===== config.mk =====
export PLATFORM = sky130hd
export DESIGN_NAME = ttpg_div
export DESIGN_NICKNAME = d
export VERILOG_FILES = /design/src/rtl/ttpg_pkg.sv /design/src/rtl/ttpg_div.sv
export SDC_FILE = /design/constraint.sdc
export NUM_CORES = 1
export LEC_CHECK = 0
export ABC_AREA = 1
export BUFFER_PORTS_ARGS = -buffer_cell sky130_fd_sc_hd__buf_2
export CAP_MARGIN = 20
export CORE_AREA = 5 5 59 61
export DETAILED_ROUTE_END_ITERATION = 6
export DIE_AREA = 0 0 64 66
export PLACE_DENSITY = 0.76
export SETUP_SLACK_MARGIN = 0.5
export SKIP_LAST_GASP = 1
export SLEW_MARGIN = 30
export SYNTH_ARGS = -nofsm -noshare
export SYNTH_HDL_FRONTEND = slang
export SYNTH_SLANG_ARGS = --single-unit

===== constraint.sdc =====
create_clock -name clk -period 2 [get_ports clk]
set_input_delay 0 -clock clk [delete_from_list [all_inputs] [get_ports clk]]
set_output_delay 0 -clock clk [all_outputs]
set_load 0.05 [all_outputs]

===== src/rtl/ttpg_pkg.sv =====
`timescale 1ns / 1ps

package ttpg_pkg;

    localparam int PIX_W = 9;   // screen coordinate width
    localparam int DIV_W = 6;   // divisor / remainder width (values up to 63)
    localparam int CNT_W = 4;   // divider step counter

    localparam logic [7:0] FALLBACK_CHAR = 8'd63;   // '?'
    localparam logic [2:0] LEFT_BIT      = 3'd7;

    localparam logic [2:0] ACT_WRITE_CELL = 3'd0;
    localparam logic [2:0] ACT_SET_CURSOR = 3'd1;
    localparam logic [2:0] ACT_CURSOR_VIS = 3'd2;
    localparam logic [2:0] ACT_LOAD_GLYPH = 3'd3;
    localparam logic [2:0] ACT_CLEAR      = 3'd4;
    localparam logic [2:0] ACT_PIXEL      = 3'd5;

    localparam logic [1:0] CFG_TILE_WIDTH  = 2'd0;
    localparam logic [1:0] CFG_TILE_HEIGHT = 2'd1;
    localparam logic [1:0] CFG_GRID_COLS   = 2'd2;
    localparam logic [1:0] CFG_GRID_ROWS   = 2'd3;

    typedef struct packed {
        logic [2:0]       action;
        logic [5:0]       tile_col;
        logic [4:0]       row_index;
        logic [7:0]       char_code;
        logic [7:0]       fg_color;
        logic [7:0]       bg_color;
        logic             invert;
        logic             transparent;
        logic             flag;
        logic [7:0]       glyph_bits;
        logic [PIX_W-1:0] pixel_x;
        logic [PIX_W-1:0] pixel_y;
    } item_t;

    typedef struct packed {
        logic       pixel_write;
        logic [7:0] pixel_color;
    } result_t;

    typedef struct packed {
        logic [7:0] char_code;
        logic [7:0] fg_color;
        logic [7:0] bg_color;
        logic       invert;
        logic       transparent;
    } cell_t;

    typedef struct packed {
        logic       we;
        logic [7:0] char_code;
        logic [4:0] row_index;
        logic [7:0] glyph_bits;
        logic       flag;
    } glyph_wr_t;

    typedef enum logic [2:0] {
        S_IDLE,
        S_EXEC,
        S_CLEAR,
        S_DIV,
        S_TILE,
        S_GLYPH_C,
        S_GLYPH_T,
        S_EVAL
    } state_t;

endpackage


===== src/rtl/ttpg_div.sv =====
`timescale 1ns / 1ps

// Restoring divider, one quotient bit per cycle.
module ttpg_div
    import ttpg_pkg::*;
(
    input  logic             clk,
    input  logic             rst_n,
    input  logic             start,
    input  logic [PIX_W-1:0] dividend,
    input  logic [DIV_W-1:0] divisor,
    output logic [PIX_W-1:0] quotient,
    output logic [DIV_W-1:0] remainder,
    output logic             done
);

    logic [CNT_W-1:0] cnt_reg,  cnt_next;
    logic             done_reg, done_next;
    logic [PIX_W-1:0] dq_reg,   dq_next;
    logic [DIV_W-1:0] r_reg,    r_next;
    logic [DIV_W-1:0] dsr_reg;
    logic [DIV_W:0]   trial;
    logic [DIV_W:0]   diff;
    logic             ge;

    always_comb
    begin
        trial   = {r_reg, dq_reg[PIX_W-1]};
        ge      = trial >= {1'b0, dsr_reg};
        diff    = trial - {1'b0, dsr_reg};
        r_next  = ge ? diff[DIV_W-1:0] : trial[DIV_W-1:0];
        dq_next = {dq_reg[PIX_W-2:0], ge};
    end

    always_comb
    begin
        cnt_next  = cnt_reg;
        done_next = 1'b0;
        if (start)
        begin
            cnt_next = CNT_W'(PIX_W);
        end
        else if (cnt_reg != '0)
        begin
            cnt_next  = cnt_reg - 1'b1;
            done_next = (cnt_reg == CNT_W'(1));
        end
    end

    always_ff @(posedge clk or negedge rst_n)
    begin
        if (!rst_n)
        begin
            cnt_reg  <= '0;
            done_reg <= 1'b0;
        end
        else
        begin
            cnt_reg  <= cnt_next;
            done_reg <= done_next;
        end
    end

    always_ff @(posedge clk)
    begin
        if (start)
        begin
            dq_reg  <= dividend;
            r_reg   <= '0;
            dsr_reg <= divisor;
        end
        else if (cnt_reg != '0)
        begin
            dq_reg <= dq_next;
            r_reg  <= r_next;
        end
    end

    assign quotient  = dq_reg;
    assign remainder = r_reg;
    assign done      = done_reg;

    a_done_at_end: assert property (@(posedge clk) disable iff (!rst_n)
        done_reg |-> (cnt_reg == '0) && $past(cnt_reg == CNT_W'(1)))
        else $error("divider finished without running all steps");

endmodule


==> results of run 1 <==
power breakdown:
part	internal [uW]	switching (uW)	leakage, uW
combinational	635	1140	0.000742
sequential	735	140	0.000268
clock	78.5	161	0.0000150
total	1450	1440	0.00103
cell families after synthesis:
group	after synthesis	share of synthesized area
compound gates	8	0.0352
xor+xnor	4	0.0240
fa+ha+maj	11	0.0996
buf+inv	28	0.0738
flops	26	0.477
simple gates	92	0.290
timing repair:
action	4_1_cts	5_1_grt
endpoints found under the setup margin	16	19
pin swaps	5	5
setup buffers	4	1
resized for setup	18	12
cloned	0	1
endpoints found under the hold margin	19	0
hold buffers	16	0
tightest hold or removal path, stage by stage:
cell,delay [ps]
buf_2,80
nor2_1,40
a31oi_1,140
path summary, 6_finish.rpt:
path / to / from / cells past startpoint
hold / removal: quotient[0] / dividend[0] / 3
max in group asynchronous: cnt_reg[1] / rst_n / 3
hold reg to reg: remainder[1] / remainder[1] / 2
setup / recovery: remainder[4] / quotient[8] / 8
min in group asynchronous: cnt_reg[2] / rst_n / 3
setup reg to reg: remainder[4] / quotient[8] / 8
cell usage in the layout, fill, tap and decap left out, drive strengths merged, types with 2 or more instances in the layout:
master	Yosys	layout
dlygate4sd3	0	16
nand3	16	16
ha	10	10
inv	26	25
dfrtp	5	5
edfxtp	15	15
a21oi	2	2
clkbuf	0	4
nor2	12	13
o21ai	2	2
nand2	59	59
dfxtp	6	6
buf	2	39
xor2	3	3
area by class of cell:
class / instances / area share
multi-input combinational: 116 / 0.389
sequential: 26 / 0.341
inverter: 26 / 0.0495
clock buffer: 4 / 0.0128
timing repair buffer: 55 / 0.187
tap: 33 / 0.0202
through the flow:
step	power, uW	util
floorplan	1980	-
global placement	2270	0.570
detailed placement	2290	0.570
CTS	2750	0.682
global route	3090	0.700
finish	2890	0.700
layer usage:
metal / part of all wire / wire length, um / track usage
met1: 0.41 / 1510 / 0.217
met2: 0.50 / 1850 / 0.322
met3: 0.069 / 255 / 0.0289
met4: 0.017 / 63 / 0.0727
met5: 0 / 0 / 0
==> reports/results.ini, run 1 <==
[sta]
clock_skew_ps=7.94
whs_ps=50.3
finalCriticalPeriod_ps=1660
hold_violations=0
finalSetupTns_ps=0
rsz0062_at_grt=yes
fmax_mhz=602
finalMaxSlewViolations=0
max_slew_margin=0.706
tightest_slew_ps=442
final-setup-viol-count=0
post-route-period-util=0.830
setup_ws_ps=340

[finish]
final_area_um2=2050
syn_to_final_growth_pct=40.5
fillCellCount=211
nets=257
seqCellArea_um2=699
layout-drive-gt1-share=0.348
largest_reg_flops=9
antenna_cells=0
stdcell_count=260
multi_input_area_um2=797

[place]
dp_slack_ps=388
io_buffers=33
dpl_cell_area_um2=1670
place_inst=234
dp_hpwl_um=2290
globalplace.congestion=0.840

[worst_setup_path]
crit_buf_inv=1
critPathMaxFanout=3
endpoint_kind=register
criticalPathCategory=reg -> reg
critPathMaxStageDelay_ps=390
crit_chain=inv_2 -> ha_2 -> fa_2 -> nand3b_1 -> a21boi_1 -> o21ai_1 -> nand3_1 -> nand2_1
critPathRequiredTime_ps=2240
startpoint_type=register
arrival_ps=1900
slowest_stage=edfxtp_1
critPathTopFamily=adder cells
reg2reg_slack_ps=340

[clocking]
cts_root_buffer=clkbuf_4
clock_path_buffers=2
htreeDepth=1
cts_made_buffers=3
cts_tree=yes
clkTransAtPathRegs_ps=140
insertion_delay_ps=340
clkSinkCount=26

[logic_synthesis]
ys_top_cells_by_count=nand2_1, inv_1, edfxtp_1, nand3_1, ha_1
syn_inst=169
synth_edf_count=15
synthDominantCellAreaShare=0.309
ys_ff_latch=26
yosysWarnings=0
yosys.cell_count.top_type=nand2_1
synth_flop_cell=edfxtp_1
synthesis.nets=198
async_flop_share=0.192
synth_seq_area_share=0.477
synthTopCellsByArea=edfxtp_1, nand2_1, dfrtp_1
synth.largest_area_cell=edfxtp_1
ys_types=29
syn_avg_cell_area_um2=8.63
syn_area_um2=1460

[flow_run]
maxCapViolations=0

[pwr]
ir_worst_vdd_v=0.000955
power_density_nw_per_um2=1410
leakage_uw=0.00103

[route]
wl_per_cell_um=14.1
routed_wl_um=3670
dr.pass1.iters=4
drt-initial-drc-count=81
ant_nets=0
vias=1342
drc_errors=0
vias_per_cell=5.16

[grt]
grt_pass1_vias=1345
grt_pass1_wl_um=6020
antenna_found_initial=0
grt_max_degree=18
gr-usage-all-layers=0.182
grt-ovfl-total=0

[die]
die_width_um=64
die_h_um=66
io_pins=34
fp-row-count=20
initial_core_util=0.498
core_area_um2=2930
design.die.area_um2=4220

[min_path]
hp-class=in -> reg

[outcome]
status=finished clean

Power figures use the tool's default switching activity.
==> inputs of run 2 (changes only) <==
==> constraint.sdc (replaced) <==
create_clock -name clk -period 1.6 [get_ports clk]
set_input_delay 0 -clock clk [delete_from_list [all_inputs] [get_ports clk]]
set_output_delay 0 -clock clk [all_outputs]
set_load 0.05 [all_outputs]
==> reports/results.ini, run 2 (synthesis gave the netlist of run 1 again) <==
[finish]
mostFrequentLayoutCell=nand2_1
most-common-layout-cells=nand2_1, buf_2, inv_1, dlygate4sd3_1, buf_4
fillCellCount=173
antenna_cells=0
layout-drive-gt1-share=0.461
nets=271
final_area_um2=2280
syn_to_final_growth_pct=56.3
largest_reg_flops=9

[sta]
clock_skew_ps=7.49
tightest_slew_ps=330
hold_violations=0
setup_ws_ps=-167
whs_ps=6.14
post-route-period-util=1.10
final-setup-viol-count=1
rsz0062_at_grt=yes
max_slew_margin=0.780
fmax_mhz=566
finalCriticalPeriod_ps=1770
finalMaxSlewViolations=0

[min_path]
whs_path_depth=3
hp-class=in -> reg
hold_start=dividend[0]
whs_endpoint=quotient[0]

[route]
drt-initial-drc-count=98
drc_errors=0
wl_per_cell_um=17.1
drt-met1-wl_um=1790
vias_per_cell=5.26
wl_met2_um=2470
wl_met3_um=271
ant_nets=0
routed_wl_um=4680
maxUsedRoutingLayer=met4
vias=1440
dr.pass1.iters=4

[worst_setup_path]
crit_chain=inv_2 -> ha_2 -> fa_2 -> nand3b_1 -> a21boi_1 -> o21ai_1 -> nand3_1 -> nand2_1
criticalPathCategory=reg -> reg
reg2reg_slack_ps=-170
r2r-end=remainder[4]
critPathMaxFanout=3
arrival_ps=2020
reg2reg_depth=8
critPathMaxStageDelay_ps=390
startpoint_type=register
worstReg2RegStart=quotient[8]
endpoint_kind=register
slowest_stage=edfxtp_1
critPathRequiredTime_ps=1850

[die]
initial_core_util=0.498
io_pins=34
die_width_um=64
core_area_um2=2930
die_h_um=66
design.die.area_um2=4220
fp-row-count=20

[place]
dpl_cell_area_um2=1730
io_buffers=33
dp_hpwl_um=2390
globalplace.congestion=0.851

[pwr]
p_sw_uw=2090
p_seq_frac=0.255
ir_worst_vdd_v=0.00125
power_density_nw_per_um2=1880
p_sw_frac=0.487
internal_power_uw=2190
combPwrFrac=0.636
leakage_uw=0.00112
clockPowerShare=0.109
finalPower_uw=4280

[clocking]
htreeDepth=1
cts_root_buffer=clkbuf_4
clock_path_buffers=2
clkTransAtPathRegs_ps=150
insertion_delay_ps=340
cts_made_buffers=3
clkSinkCount=26
cts_tree=yes

[outcome]
failed_checks=negative setup slack
status=finished with violations

[grt]
gr-usage-all-layers=0.211
grt_max_degree=16
grt_pass1_wl_um=6870
grt_pass1_vias=1562
antenna_found_initial=0
grt-ovfl-total=0

[flow_run]
maxCapViolations=0

[run 2: repair_timing]
action	CTS	global route
endpoints found under the setup margin	20	24
hold buffers	16	0
endpoints found under the hold margin	19	0
setup buffers	7	6
cloned	2	0
pin swaps	8	7
gates resized for setup	26	30
[run 2: per-layer routing]
| metal | GRT usage | vias up |
|---|---|---|
| met5 | 0 | - |
| met2 | 0.373 | 66 |
| met1 | 0.220 | 681 |
| met3 | 0.0476 | 13 |
| met4 | 0.140 | 0 |
| li1 | - | 680 |
[run 2: worst max path at each step]
stage | start | endpoint | slack, ps | cells after the start
after floorplan | quotient[8] | remainder[4] | -220 | 8
after global placement | quotient[8] | remainder[4] | 2 | 9
after detailed placement | quotient[8] | remainder[4] | -2 | 9
after CTS | quotient[8] | remainder[4] | -50 | 8
after global routing | quotient[8] | remainder[4] | -200 | 8
final | quotient[8] | remainder[4] | -170 | 8
[run 2: layout make-up]
type	count	area [um2]	share of cell area
clock buffers	3	22.5	0.00988
flip-flops and latches	26	699	0.307
multi-input cells	116	867	0.381
clock inverters	1	30.0	0.0132
well taps	33	41.3	0.0181
inverters	26	108	0.0472
repair buffers	68	499	0.219
repair inverters	1	11.3	0.00494
[run 2: worst max-delay path, delay by kind of cell, from the launching register on]
family,cells,cell delay (ps)
adders and majority gates,2,560
AOI/OAI and AO/OA,2,320
DFF,1,390
buffers and inverters,1,70
and+or+nand+nor,3,350
[run 2: power by group through the flow]
stage                     registers, uW  clock network [uW]  logic (uW)
final                              1090                 466        2720
after detailed placement           1060                   0        1920
after CTS                          1060                 470        2280
after floorplan                    1510                   0        1010
after global routing               1120                 500        2880
after global placement             1060                   0        1900
[run 2: metrics by stage]
stage / instances / utilization / worst slack, ps / setup TNS, ps
after CTS: 268 / 0.724 / -49.8 / -49.8
after global routing: 274 / 0.778 / -203 / -348
final: 274 / 0.778 / -167 / -167
after floorplan: 169 / - / -222 / -900
after global placement: 239 / 0.592 / 1.86 / 0
after detailed placement: 239 / 0.592 / -1.87 / -1.87
==> inputs of run 3 (changes only) <==
--- a/config.mk
+++ b/config.mk
@@ -8,11 +8,11 @@
 export ABC_AREA = 1
 export BUFFER_PORTS_ARGS = -buffer_cell sky130_fd_sc_hd__buf_2
 export CAP_MARGIN = 20
-export CORE_AREA = 5 5 59 61
+export CORE_AREA = 5 5 58 60
+export CTS_BUF_LIST = sky130_fd_sc_hd__clkbuf_2
 export DETAILED_ROUTE_END_ITERATION = 6
-export DIE_AREA = 0 0 64 66
-export PLACE_DENSITY = 0.76
-export SETUP_SLACK_MARGIN = 0.5
+export DIE_AREA = 0 0 63 65
+export PLACE_DENSITY = 0.79
 export SKIP_LAST_GASP = 1
 export SLEW_MARGIN = 30
 export SYNTH_ARGS = -nofsm -noshare
==> reports/results.ini, run 3 (synthesis gave the netlist of run 1 again) <==
[clocking]
insertion_delay_ps=350
cts_made_buffers=3
clkTransAtPathRegs_ps=240
htreeDepth=1
cts_root_buffer=clkbuf_2
clock_path_buffers=2
clkSinkCount=26
cts_tree=yes

[route]
wl_met2_um=1660
wl_met3_um=192
maxUsedRoutingLayer=met4
routed_wl_um=3400
drt-met1-wl_um=1490
ant_nets=0
wl_per_cell_um=12.8
drt-initial-drc-count=32
drc_errors=0
vias=1308
vias_per_cell=4.92
dr.pass1.iters=4

[place]
dp_slack_ps=-4.51
dpl_cell_area_um2=1730
globalplace.congestion=0.793
dp_hpwl_um=2380
io_buffers=33

[finish]
layout-drive-gt1-share=0.319
seqCellArea_um2=698
final_area_um2=2010
syn_to_final_growth_pct=37.9
multi_input_area_um2=728
most-common-layout-cells=nand2_1, buf_2, inv_1, dlygate4sd3_1, edfxtp_1
fillCellCount=224
largest_reg_flops=9
nets=262
mostFrequentLayoutCell=nand2_1

[die]
initial_core_util=0.507
die_width_um=63
io_pins=34
die_h_um=65
design.die.area_um2=4100
core_area_um2=2880
fp-row-count=20

[outcome]
failed_checks=negative setup slack
status=finished with violations

[worst_setup_path]
reg2reg_depth=8
startpoint_type=register
crit_top_cell=nand2_1
r2r-end=remainder[4]
arrival_ps=1950
reg2reg_slack_ps=-40
endpoint_kind=register
critPathMaxStageDelay_ps=460
worstReg2RegStart=dsr_reg[0]
critPathMaxFanout=2
criticalPathCategory=reg -> reg
crit_chain=ha_2 -> fa_2 -> nand3b_1 -> nand2_1 -> nor2_1 -> o21ai_1 -> nand3_1 -> nand2_1
slowest_stage=edfxtp_1
critPathRequiredTime_ps=1910

[grt]
gr-usage-all-layers=0.170
antenna_found_initial=0
grt-ovfl-total=0
grt_max_degree=18
grt_pass1_vias=1277
grt_pass1_wl_um=5530

[sta]
final-setup-viol-count=1
whs_ps=53.8
post-route-period-util=1.03
rsz0062_at_grt=yes
max_slew_margin=0.756
hold_violations=0
setup_ws_ps=-40.3
finalMaxSlewViolations=0
finalCriticalPeriod_ps=1640
fmax_mhz=610
tightest_slew_ps=367
clock_skew_ps=17.5

[min_path]
whs_endpoint=dsr_reg[2]
hp-class=in -> reg
hold_start=start
whs_path_depth=1

[pwr]
leakage_uw=0.00104
ir_worst_vdd_v=0.00117
power_density_nw_per_um2=1710

[flow_run]
maxCapViolations=0

run 3: cell count changes in the layout (fill, tap and decap cells not counted), sizes merged:
cell	change
nor2	-1
dlygate4sd3	+1
clkbuf	-1
inv	-1
bufinv	-1
buf	-6
diode	+1
run 3: how the worst max path moves through the flow:
stage,depth (start not counted),to,start
finish,8,remainder[4],dsr_reg[0]
global route,8,remainder[4],dsr_reg[0]
global placement,8,remainder[4],dsr_reg[0]
CTS,9,remainder[4],quotient[8]
detailed placement,8,remainder[4],dsr_reg[0]
floorplan,8,remainder[4],quotient[8]
run 3: repair_timing:
item | in CTS | in global routing
setup buffers | 1 | 1
resized for setup | 0 | 19
hold buffers | 17 | 0
setup endpoints to repair | 1 | 7
pin swaps | 1 | 3
endpoints found under the hold margin | 20 | 0
run 3: metal layers:
layer / global-route usage / vias up
met5: 0 / -
met4: 0.0875 / 0
met3: 0.0347 / 8
met2: 0.288 / 40
met1: 0.201 / 597
li1: - / 663
run 3: worst max-delay path, delay by kind of cell, from the launching register on:
| family | cells | cell delay (ps) |
|---|---|---|
| AND/OR/NAND/NOR | 5 | 460 |
| adder cells (fa/ha/maj) | 2 | 540 |
| flip-flops | 1 | 460 |
| AO/OA/AOI/OAI | 1 | 130 |
run 3: final cells by class:
type / count / area share
flip-flops and latches: 26 / 0.347
inverters: 26 / 0.0486
diodes: 1 / 0.00125
multi-input cells: 115 / 0.362
repair buffers: 61 / 0.210
clock buffers: 4 / 0.00996
well taps: 33 / 0.0205
run 3: power breakdown:
group / leakage [uW] / switching [uW] / total [uW] / internal [uW]
Clock: 0.0000166 / 191 / 257 / 66.0
Sequential: 0.000268 / 138 / 1050 / 915
Combinational: 0.000755 / 1360 / 2130 / 768
run 3: metrics by stage:
step	power [uW]	util	setup TNS, ps	instances
detailed placement	2950	0.601	-4.51	242
floorplan	2480	-	-900	169
finish	3440	0.698	-40.3	266
CTS	3230	0.670	-39.8	264
global placement	2920	0.601	0	242
global route	3700	0.697	-301	265
